File: src/rtl/aclfu_pkg.sv
// Package for the LFU write-back cache: fixed geometry, access codes and the
// structs that pass between the line store, the backing memory and the top level.
// No dependencies.
`default_nettype none

package aclfu_pkg;

	localparam int BYTES_PER_LINE = 4;
	localparam int NUM_BLOCKS     = 32;
	localparam int OFF_W          = $clog2(BYTES_PER_LINE);
	localparam int TAG_W          = $clog2(NUM_BLOCKS);
	localparam int ADDR_W         = OFF_W + TAG_W;
	localparam int ROW_W          = 8 * BYTES_PER_LINE;
	localparam int CTR_W          = 16;

	localparam logic KIND_READ  = 1'b0;
	localparam logic KIND_WRITE = 1'b1;

	typedef struct packed {
		logic             kind;
		logic [TAG_W-1:0] tag;
		logic [OFF_W-1:0] off;
		logic [7:0]       wdata;
	} access_t;

	typedef struct packed {
		logic             en;
		logic [TAG_W-1:0] row;
		logic [ROW_W-1:0] data;
	} mem_wr_t;

	typedef struct packed {
		logic [7:0] read_data;
		logic       hit;
		logic [2:0] line_used;
		logic       wrote_back;
	} lookup_t;

endpackage

`default_nettype wire

File: src/rtl/aclfu_backing_mem.sv
// Backing memory, one block per row, with a registered read port and one write port.
// Per-row valid flags make unwritten rows read as zero. Depends on aclfu_pkg.
`default_nettype none

module aclfu_backing_mem
	import aclfu_pkg::*;
(
	input  wire logic             clk,
	input  wire logic             arst_n,
	input  wire logic             rd_en,
	input  wire logic [TAG_W-1:0] rd_row,
	input  wire mem_wr_t          wr,
	output logic      [ROW_W-1:0] rd_data
);

	logic [ROW_W-1:0]      mem [NUM_BLOCKS];
	logic [NUM_BLOCKS-1:0] row_vld_q;
	logic [ROW_W-1:0]      rd_q;
	logic                  rd_vld_q;
	logic                  fwd_q;
	logic [ROW_W-1:0]      fwd_data_q;

	always_ff @(posedge clk) begin
		if (wr.en) begin
			mem[wr.row] <= wr.data;
		end
		if (rd_en) begin
			rd_q <= mem[rd_row];
		end
		if (rd_en && wr.en) begin
			fwd_data_q <= wr.data;
		end
	end

	// A write-back to the row being read in the same cycle is forwarded.
	always_ff @(posedge clk or negedge arst_n) begin
		if (!arst_n) begin
			row_vld_q <= '0;
			rd_vld_q  <= 1'b0;
			fwd_q     <= 1'b0;
		end else begin
			if (wr.en) begin
				row_vld_q[wr.row] <= 1'b1;
			end
			if (rd_en) begin
				rd_vld_q <= row_vld_q[rd_row];
				fwd_q    <= wr.en && (wr.row == rd_row);
			end
		end
	end

	assign rd_data = fwd_q ? fwd_data_q : (rd_vld_q ? rd_q : '0);

endmodule

`default_nettype wire

File: src/rtl/aclfu_lines.sv
// Cache line store: tag match, free-line and LFU victim selection, line update.
// Depends on aclfu_pkg; block data comes from aclfu_backing_mem.
`default_nettype none

module aclfu_lines
	import aclfu_pkg::*;
#(
	parameter int NUM_LINES  = 8,
	parameter int COUNT_BITS = 8
) (
	input  wire logic             clk,
	input  wire logic             arst_n,
	input  wire access_t          acc,
	input  wire logic [ROW_W-1:0] blk_data,
	input  wire logic             upd,
	output lookup_t               res,
	output mem_wr_t               wr
);

	localparam int LW = $clog2(NUM_LINES);

	logic [NUM_LINES-1:0]  valid_q;
	logic [NUM_LINES-1:0]  dirty_q;
	logic [TAG_W-1:0]      tag_q   [NUM_LINES];
	logic [COUNT_BITS-1:0] cnt_q   [NUM_LINES];
	logic [ROW_W-1:0]      bytes_q [NUM_LINES];

	logic [NUM_LINES-1:0]  hit_vec;
	logic [NUM_LINES-1:0]  free_vec;
	logic [NUM_LINES-1:0]  vic_vec;
	logic                  hit;
	logic                  any_free;
	logic [LW-1:0]         sel;
	logic [ROW_W-1:0]      old_bytes;
	logic [ROW_W-1:0]      base;
	logic [ROW_W-1:0]      new_bytes;
	logic [7:0]            old_byte;
	logic                  changed;
	logic                  new_dirty;
	logic [COUNT_BITS-1:0] new_cnt;
	logic                  wb;
	logic [LW+2:0]         sel_ext;

	function automatic logic [LW-1:0] first_set(input logic [NUM_LINES-1:0] v);
		logic [LW-1:0] idx;
		idx = '0;
		for (int i = NUM_LINES - 1; i >= 0; i--) begin
			if (v[i]) begin
				idx = LW'(i);
			end
		end
		return idx;
	endfunction

	// A line is the victim when its count is below every lower-indexed count
	// and not above any higher-indexed count, so the lowest index wins ties.
	always_comb begin
		logic ok;
		for (int i = 0; i < NUM_LINES; i++) begin
			hit_vec[i]  = valid_q[i] && (tag_q[i] == acc.tag);
			free_vec[i] = !valid_q[i];
			ok = 1'b1;
			for (int j = 0; j < NUM_LINES; j++) begin
				if (j < i) begin
					ok = ok && (cnt_q[i] < cnt_q[j]);
				end else if (j > i) begin
					ok = ok && (cnt_q[i] <= cnt_q[j]);
				end
			end
			vic_vec[i] = ok;
		end
	end

	always_comb begin
		hit      = |hit_vec;
		any_free = |free_vec;
		if (hit) begin
			sel = first_set(hit_vec);
		end else if (any_free) begin
			sel = first_set(free_vec);
		end else begin
			sel = first_set(vic_vec);
		end

		old_bytes = bytes_q[sel];
		wb        = !hit && !any_free && dirty_q[sel];
		base      = hit ? old_bytes : blk_data;
		old_byte  = base[{acc.off, 3'b000} +: 8];
		changed   = (acc.kind == KIND_WRITE) && (!hit || (old_byte != acc.wdata));

		new_bytes = base;
		if (acc.kind == KIND_WRITE) begin
			new_bytes[{acc.off, 3'b000} +: 8] = acc.wdata;
		end

		new_dirty = hit ? (dirty_q[sel] | changed) : changed;

		if (!hit) begin
			new_cnt = '0;
		end else if (cnt_q[sel] == {COUNT_BITS{1'b1}}) begin
			new_cnt = cnt_q[sel];
		end else begin
			new_cnt = cnt_q[sel] + 1'b1;
		end

		sel_ext        = (LW + 3)'(sel);
		res.read_data  = (acc.kind == KIND_WRITE) ? acc.wdata : old_byte;
		res.hit        = hit;
		res.line_used  = sel_ext[2:0];
		res.wrote_back = wb;

		wr.en   = upd && wb;
		wr.row  = tag_q[sel];
		wr.data = old_bytes;
	end

	always_ff @(posedge clk or negedge arst_n) begin
		if (!arst_n) begin
			valid_q <= '0;
			dirty_q <= '0;
		end else if (upd) begin
			valid_q[sel] <= 1'b1;
			dirty_q[sel] <= new_dirty;
		end
	end

	always_ff @(posedge clk) begin
		if (upd) begin
			tag_q[sel]   <= acc.tag;
			cnt_q[sel]   <= new_cnt;
			bytes_q[sel] <= new_bytes;
		end
	end

endmodule

`default_nettype wire

File: src/rtl/assoc_cache_lfu_writeback_unit.sv
// Top level of the fully associative LFU write-back cache: input register,
// access counters and result register. Uses aclfu_pkg, aclfu_lines, aclfu_backing_mem.
//
//   channel | signals                                   | moves
//   --------+-------------------------------------------+--------------------------
//   in      | in_valid, in_stall, kind, address, write_data | one access request
//   out     | out_valid, out_stall, read_data, hit,     | one result per request
//           | line_used, wrote_back, *_count            |
//
// A request is registered together with the backing-memory row read for its block;
// from that request stage the lookup, fill, write-back and line update are done and
// the result register is loaded; a request is taken every cycle unless the output stalls.
// Reset clears line valid/dirty flags, the backing-memory row flags and counters.
// A stalled result holds the request stage, which then stalls the input.
`default_nettype none

module assoc_cache_lfu_writeback_unit
	import aclfu_pkg::*;
#(
	parameter int NUM_LINES  = 8,
	parameter int COUNT_BITS = 8
) (
	input  wire logic              clk,
	input  wire logic              arst_n,
	input  wire logic              in_valid,
	output logic                   in_stall,
	input  wire logic              kind,
	input  wire logic [ADDR_W-1:0] address,
	input  wire logic [7:0]        write_data,
	output logic                   out_valid,
	input  wire logic              out_stall,
	output logic      [7:0]        read_data,
	output logic                   hit,
	output logic      [2:0]        line_used,
	output logic                   wrote_back,
	output logic      [CTR_W-1:0]  read_hit_count,
	output logic      [CTR_W-1:0]  read_miss_count,
	output logic      [CTR_W-1:0]  write_hit_count,
	output logic      [CTR_W-1:0]  write_miss_count
);

	logic             valid_s1;
	access_t          acc_s1;
	logic             adv;
	logic             take;
	logic [ROW_W-1:0] blk_data;
	lookup_t          res;
	mem_wr_t          wr;
	logic             out_valid_q;
	lookup_t          res_q;
	logic [CTR_W-1:0] rh_q;
	logic [CTR_W-1:0] rm_q;
	logic [CTR_W-1:0] wh_q;
	logic [CTR_W-1:0] wm_q;

	assign adv      = valid_s1 && (!out_valid_q || !out_stall);
	assign in_stall = valid_s1 && !adv;
	assign take     = in_valid && !in_stall;

	aclfu_backing_mem u_mem (
		.clk     (clk),
		.arst_n  (arst_n),
		.rd_en   (take),
		.rd_row  (address[OFF_W +: TAG_W]),
		.wr      (wr),
		.rd_data (blk_data)
	);

	aclfu_lines #(
		.NUM_LINES  (NUM_LINES),
		.COUNT_BITS (COUNT_BITS)
	) u_lines (
		.clk      (clk),
		.arst_n   (arst_n),
		.acc      (acc_s1),
		.blk_data (blk_data),
		.upd      (adv),
		.res      (res),
		.wr       (wr)
	);

	always_ff @(posedge clk or negedge arst_n) begin
		if (!arst_n) begin
			valid_s1 <= 1'b0;
		end else if (take) begin
			valid_s1 <= 1'b1;
		end else if (adv) begin
			valid_s1 <= 1'b0;
		end
	end

	always_ff @(posedge clk) begin
		if (take) begin
			acc_s1.kind  <= kind;
			acc_s1.tag   <= address[OFF_W +: TAG_W];
			acc_s1.off   <= address[OFF_W-1:0];
			acc_s1.wdata <= write_data;
		end
		if (adv) begin
			res_q <= res;
		end
	end

	// Counters move only when a result is loaded, so they always match it.
	always_ff @(posedge clk or negedge arst_n) begin
		if (!arst_n) begin
			out_valid_q <= 1'b0;
			rh_q        <= '0;
			rm_q        <= '0;
			wh_q        <= '0;
			wm_q        <= '0;
		end else begin
			if (adv) begin
				out_valid_q <= 1'b1;
			end else if (!out_stall) begin
				out_valid_q <= 1'b0;
			end
			if (adv) begin
				if (acc_s1.kind == KIND_READ && res.hit && rh_q != {CTR_W{1'b1}}) begin
					rh_q <= rh_q + 1'b1;
				end
				if (acc_s1.kind == KIND_READ && !res.hit && rm_q != {CTR_W{1'b1}}) begin
					rm_q <= rm_q + 1'b1;
				end
				if (acc_s1.kind == KIND_WRITE && res.hit && wh_q != {CTR_W{1'b1}}) begin
					wh_q <= wh_q + 1'b1;
				end
				if (acc_s1.kind == KIND_WRITE && !res.hit && wm_q != {CTR_W{1'b1}}) begin
					wm_q <= wm_q + 1'b1;
				end
			end
		end
	end

	assign out_valid        = out_valid_q;
	assign read_data        = res_q.read_data;
	assign hit              = res_q.hit;
	assign line_used        = res_q.line_used;
	assign wrote_back       = res_q.wrote_back;
	assign read_hit_count   = rh_q;
	assign read_miss_count  = rm_q;
	assign write_hit_count  = wh_q;
	assign write_miss_count = wm_q;

endmodule

`default_nettype wire
File: config.mk
export PLATFORM = sky130hd
export DESIGN_NAME = assoc_cache_lfu_writeback_unit
export DESIGN_NICKNAME = d
export VERILOG_FILES = /design/src/rtl/aclfu_pkg.sv /design/src/rtl/aclfu_backing_mem.sv /design/src/rtl/aclfu_lines.sv /design/src/rtl/assoc_cache_lfu_writeback_unit.sv
export SDC_FILE = /design/constraint.sdc
export NUM_CORES = 2
export LEC_CHECK = 0
export ABC_AREA = 1
export BUFFER_PORTS_ARGS = -buffer_cell sky130_fd_sc_hd__buf_2
export CELL_PAD_IN_SITES_DETAIL_PLACEMENT = 1
export CELL_PAD_IN_SITES_GLOBAL_PLACEMENT = 2
export CORE_MARGIN = 2
export CORE_UTILIZATION = 30
export CTS_BUF_LIST = sky130_fd_sc_hd__clkbuf_16
export DETAILED_ROUTE_END_ITERATION = 10
export PLACE_DENSITY_LB_ADDON = 0.08
export SYNTH_ARGS = -nofsm -noshare
export SYNTH_HDL_FRONTEND = slang
export SYNTH_SLANG_ARGS = --single-unit
File: constraint.sdc
create_clock -name clk -period 8.63 [get_ports clk]
set_input_delay 0 -clock clk [delete_from_list [all_inputs] [get_ports clk]]
set_output_delay 0 -clock clk [all_outputs]
set_load 0.05 [all_outputs]
After elaboration in Yosys (flattened, before gate mapping):

Memories as Yosys holds them, arrays and structs flattened. A register that Yosys moved wholly into a read port is not among the register bits.
Cells that the tools add are included.

* flip-flop bits (word level): 177
* memory bits (writable): 1384
* input bits: 20
* output and inout bits: 79
* logic and storage cells: 264
* memories: 4

Memory list
* u_mem.mem: words 32, width 32, rd ports 1, clocked after memory_dff 1, wr ports 1, RTL line aclfu_backing_mem.sv:16 `logic [ROW_W-1:0] mem [NUM_BLOCKS];`
* u_lines.bytes_q: words 8, width 32, rd ports 1, clocked after memory_dff 0, wr ports 1, RTL line aclfu_lines.sv:26 `logic [ROW_W-1:0] bytes_q [NUM_LINES];`
* u_lines.cnt_q: words 8, width 8, rd ports 9, clocked after memory_dff 0, wr ports 1, RTL line aclfu_lines.sv:25 `logic [COUNT_BITS-1:0] cnt_q [NUM_LINES];`
* u_lines.tag_q: words 8, width 5, rd ports 9, clocked after memory_dff 0, wr ports 1, RTL line aclfu_lines.sv:24 `logic [TAG_W-1:0] tag_q [NUM_LINES];`

* $add $sub $neg: 6
* $lt $le $gt $ge: 61
* eq/ne operators: 16
* shifts and indexed selects: 3
* mux-type cells: 52
* bitwise operators: 4
* reduce and logical (&&, ||, !) cells: 98

Operator list (number)
* <= comparator 8 bit: 28
* < comparator 8 bit: 28
* two-way mux 32 bit: 4
* two-way mux 3 bit: 26
* logical AND 1 bit: 75
* adder 16 x 1 -> 16 bit, second input constant: 4
* inequality test 16 bit, second input constant: 4
* == test 5 bit: 9
* bitwise mux 32 bit: 1
* bitwise OR 32 bit: 1
* variable shift 8 x 7 -> 32 bit, first input constant: 1
* variable part select 32 x 6 -> 8 bit: 1
* variable part select 8 x 7 -> 32 bit: 1
* two-way mux 8 bit: 3
* OR reduction 8 bit: 2
* logical NOT 1 bit: 14
* two-way mux 1 bit: 13
* < comparator 5 x 6 -> 1 bit, second input constant: 2
* adder 8 x 1 -> 8 bit, second input constant: 1
* bitwise mux 8 bit: 1
* == test 8 bit, second input constant: 1
* inequality test 8 bit: 1
* bitwise OR 8 bit: 1
* AND reduction 2 bit: 4
* 13 further kinds: 14

Logic depth before layout (Yosys ltp):

An unclocked memory read counts as a cell.

* depth after elaboration: 27
* depth in mapped cells: 39
* gate-level depth less buffers: 38

Modules after synthesis:

A second synthesis with hierarchy kept.

* cell total of the unflattened synthesis: 6931
* area total of the unflattened synthesis: 73757.0 um2

Modules (own cells, without submodules)
* aclfu_backing_mem: instances 1, cells an instance 3702, area each 45108.3 um2, seq. area each 33522.2 um2
* aclfu_lines: instances 1, cells an instance 2598, area each 23568.9 um2, seq. area each 11210.8 um2
* assoc_cache_lfu_writeback_unit: instances 1, cells an instance 631, area each 5079.9 um2, seq. area each 2522.4 um2

Worst setup path after synthesis:

Ideal clock, no wire load.

* path type: flip-flop to flip-flop
* from: memory u_lines.cnt_q[0][7]
* to: register u_lines.dirty_q[5]
* library setup time: 0.125 ns
* arrival: 6.135 ns
* required time: 8.505 ns
* slack: 2.370 ns
* cell stages (with the launch flop): 25
* buffers on the path: 2
* period minus slack after synthesis: 6.260 ns
* cells stage by stage: edfxtp_1 inv_1 ha_1 a21o_1 nor2_1 and2_1 nand2_1 inv_1 nand2_1 nor2_1 inv_1 nand2_1 nand2_1 nand2_1 nand2_1 nand2_1 nand2_2 nor2_2 buf_2 buf_1 inv_1 nor3_1 inv_1 nand2_1 nand2_1

RTL lines
* start: declaration: RTL line aclfu_lines.sv:25
* end signal: indexed assignment: RTL line aclfu_lines.sv:123 `dirty_q[sel] <= new_dirty;`
* end: declaration: RTL line aclfu_lines.sv:23 `logic [NUM_LINES-1:0] dirty_q;`

==> metrics <==
outcome complete, no violations; drt initial violations 3,417; Avg Cell Area, Syn 11.53 um^2; CTS resizes 0; Max FO, Critical Path 19; Final Non-Filler Cells 9,553; layer with the highest usage met2; area grow syn2layout 15.30%; DRC 0; core area 233,000 um^2; Tmin final 6532 ps; first-pass GRT wire length 375,000 um; Top-Level Pins 99; Worst Hold Class in2reg; RSZ-0062 raised after global routing no; Pleak 30.20 nW; starting density of the core 30.24%; Setup Total Neg Slack 0 ps; clk sinks 1,593; CP required 9110 ps; Post-Place Cells 9,171; cts bufs inserted 188; DRT antenna net count 0; Yosys top cell by area edfxtp_1; total of max-cap violations 0; worst vdd ir 0.1712 mV; postcts setup bufs 0; top-count cell post-synth edfxtp_1; endpoints failing setup 0; number of synthesized flops with an enable pin 1,477; largest net degree at the start of global routing 178; Final period util 75.69%; clock-pin slew on the worst setup and hold paths 60 ps; Netlist Area Pre-Place 70,440 um^2; clock latency on the worst-skew pair 850 ps; Buffers on Ports 98; Yosys reg bits 1,593; worst-margin pin slew 1385 ps; All-Layer GR Usage 21.67%; Total Wirelength 260,400 um; Final Cell Area 81,220 um^2; CTS tree built; Clock Skew 63.19 ps; dpl cell area 75,190 um^2; Slew Limit Fails 0; Max-slew headroom 6.671%; Worst Setup Start Kind flop; Post-synth top cells edfxtp_1, nand2_1, nor2_1, o21ai_0, inv_1; Die Height 488.6 um; row count 177; number of global-route vias before repair 50,341; die width 488.6 um; die area 238,700 um^2; Main synth FF type edfxtp_1; Final Hold Fails 0; Synth top area share 62.96%; P per Cell Area 254.1 nW/um^2; Max Fclk 153.1 MHz; total power 20.63 mW; FILL cells 25,228; nets@finish 6,516; GR Util met3 2.480%; met1 Use GR 30.86%; final design utilization 34.86%; DP HPWL 162,900 um; drt via density 5.092; hold buffers post-CTS 33; via count 48,643; DR WL/cell 27.26 um; Pre-antenna DRT Iters 5; share of layout cells above drive strength 1 9.121%; M2 GR Usage 35.56%; Mapped Cells 6,107; Net Count, Synth 6,361; sequential element share of the synthesized area 67.08%; grt ovf 0; clock root buffer master clkbuf_16; Setup crit end kind flop; synth unique cells 60; Multi-input gate area 20,940 um^2; initial antenna violation count 21; sequential cell area 47,260 um^2; htree depth 4; routability-driven placement congestion ratio 0.8150; CP arrival 7010 ps; Synth area leaders edfxtp_1, nand2_1, o21ai_0, nor2_1, ha_1; Clock Path Buffers 3; Setup Crit Path Kind reg2reg; Yosys warnings 0; asr flop ratio synth 7.282%
-- critical path: stages, from the launching register on --
cell and delay [ps]:
edfxtp_1 510, inv_1 220, ha_1 340, nand2_1 80, nor2_1 450, nand4_1 220
nand3_1 230, nand2_1 80, nor2_1 230, nand2_1 90, nand2_1 90, nor2_1 50
nand2_1 120, nand2_1 100, nand2_1 90, nand2_2 80, nand2_2 180, nand2_1 160
inv_2 380, buf_4 380, a22o_1 320, nor2_2 90, nor2_1 180, nand2_1 290
nor2_4 690, buf_4 490
-- cells in the final DEF (no fill, tap or decap), drive strengths merged, types with 44 or more instances in the layout --
master | synthesis | final
edfxtp | 1477 | 1477
clkinv | 6 | 96
o22ai | 74 | 74
xor2 | 47 | 47
o21ai | 650 | 650
ha | 234 | 234
nand2 | 1153 | 1153
nand3 | 290 | 290
inv | 309 | 370
dfrtp | 116 | 116
clkbuf | 248 | 188
o221ai | 206 | 206
a21oi | 87 | 87
nand4 | 44 | 44
buf | 67 | 248
nor2 | 818 | 818
-- state kept, by name, indices dropped and copies added (netlist names), 16 cells and up --
register          cells
read_hit_count       16
u_lines.cnt_q        64
write_miss_count     16
u_mem.fwd_data_q     32
acc_s1               16
u_mem.row_vld_q      32
write_hit_count      16
u_mem.mem          1024
u_lines.tag_q        40
u_lines.bytes_q     256
u_mem.rd_q           32
read_miss_count      16
-- power by group --
group,internal (mW),switching (mW)
Clock,4.02,3.33
Sequential,9.51,0.190
Combinational,0.738,2.85
-- path summary, 6_finish.rpt --
check / startpoint / end / cells after the start / slack, ps
max: u_lines.cnt_q[0][7] / u_mem.mem[0][30] / 25 / 2100
min: in_valid / valid_s1 / 4 / 130
max reg2reg: u_lines.cnt_q[0][7] / u_mem.mem[0][30] / 25 / 2100
min reg2reg: u_mem.row_vld_q[1] / u_mem.row_vld_q[1] / 1 / 460
max in group asynchronous: arst_n / write_hit_count[3] / 4 / 7620
min in group asynchronous: arst_n / write_hit_count[0] / 4 / 350
-- stage by stage --
stage | hold slack, ps | worst slack, ps
final | 129.7 | 2098
after global routing | 111.3 | 1555
after CTS | 51.31 | 1973
after detailed placement | -17.65 | 1950
after global placement | -13.65 | 2000
after floorplan | -295.6 | 2370
-- kinds of logic (layout without fill, tap and decap cells) --
group           count (synthesis)  count (layout)  synth area share, %
other cells                     0               7                    0
buf+inv                       630             937                3.615
compound gates               1181            1181                10.30
fa+ha+maj                     234             234                4.156
simple gates                 2389            2389                13.83
mux                             7               7               0.1030
xor+xnor                       73              73               0.9076
flops                        1593            1593                67.08
-- cell type report --
cell class / instances / share of cell area [%]
antenna: 7 / 0.02157
clock inverter: 154 / 1.174
sequential: 1593 / 58.18
multi-input combinational: 3884 / 25.79
clock buffer: 188 / 5.792
tap: 3132 / 4.825
inverter: 315 / 1.487
timing repair buffer: 280 / 2.730
-- routing by layer --
layer	vias up	share of wire (%)
li1	22287	-
met1	25280	48
met2	821	47
met3	255	3.4
met4	0	1.8
met5	-	0
Note: power is estimated with default switching activity, not from simulation.
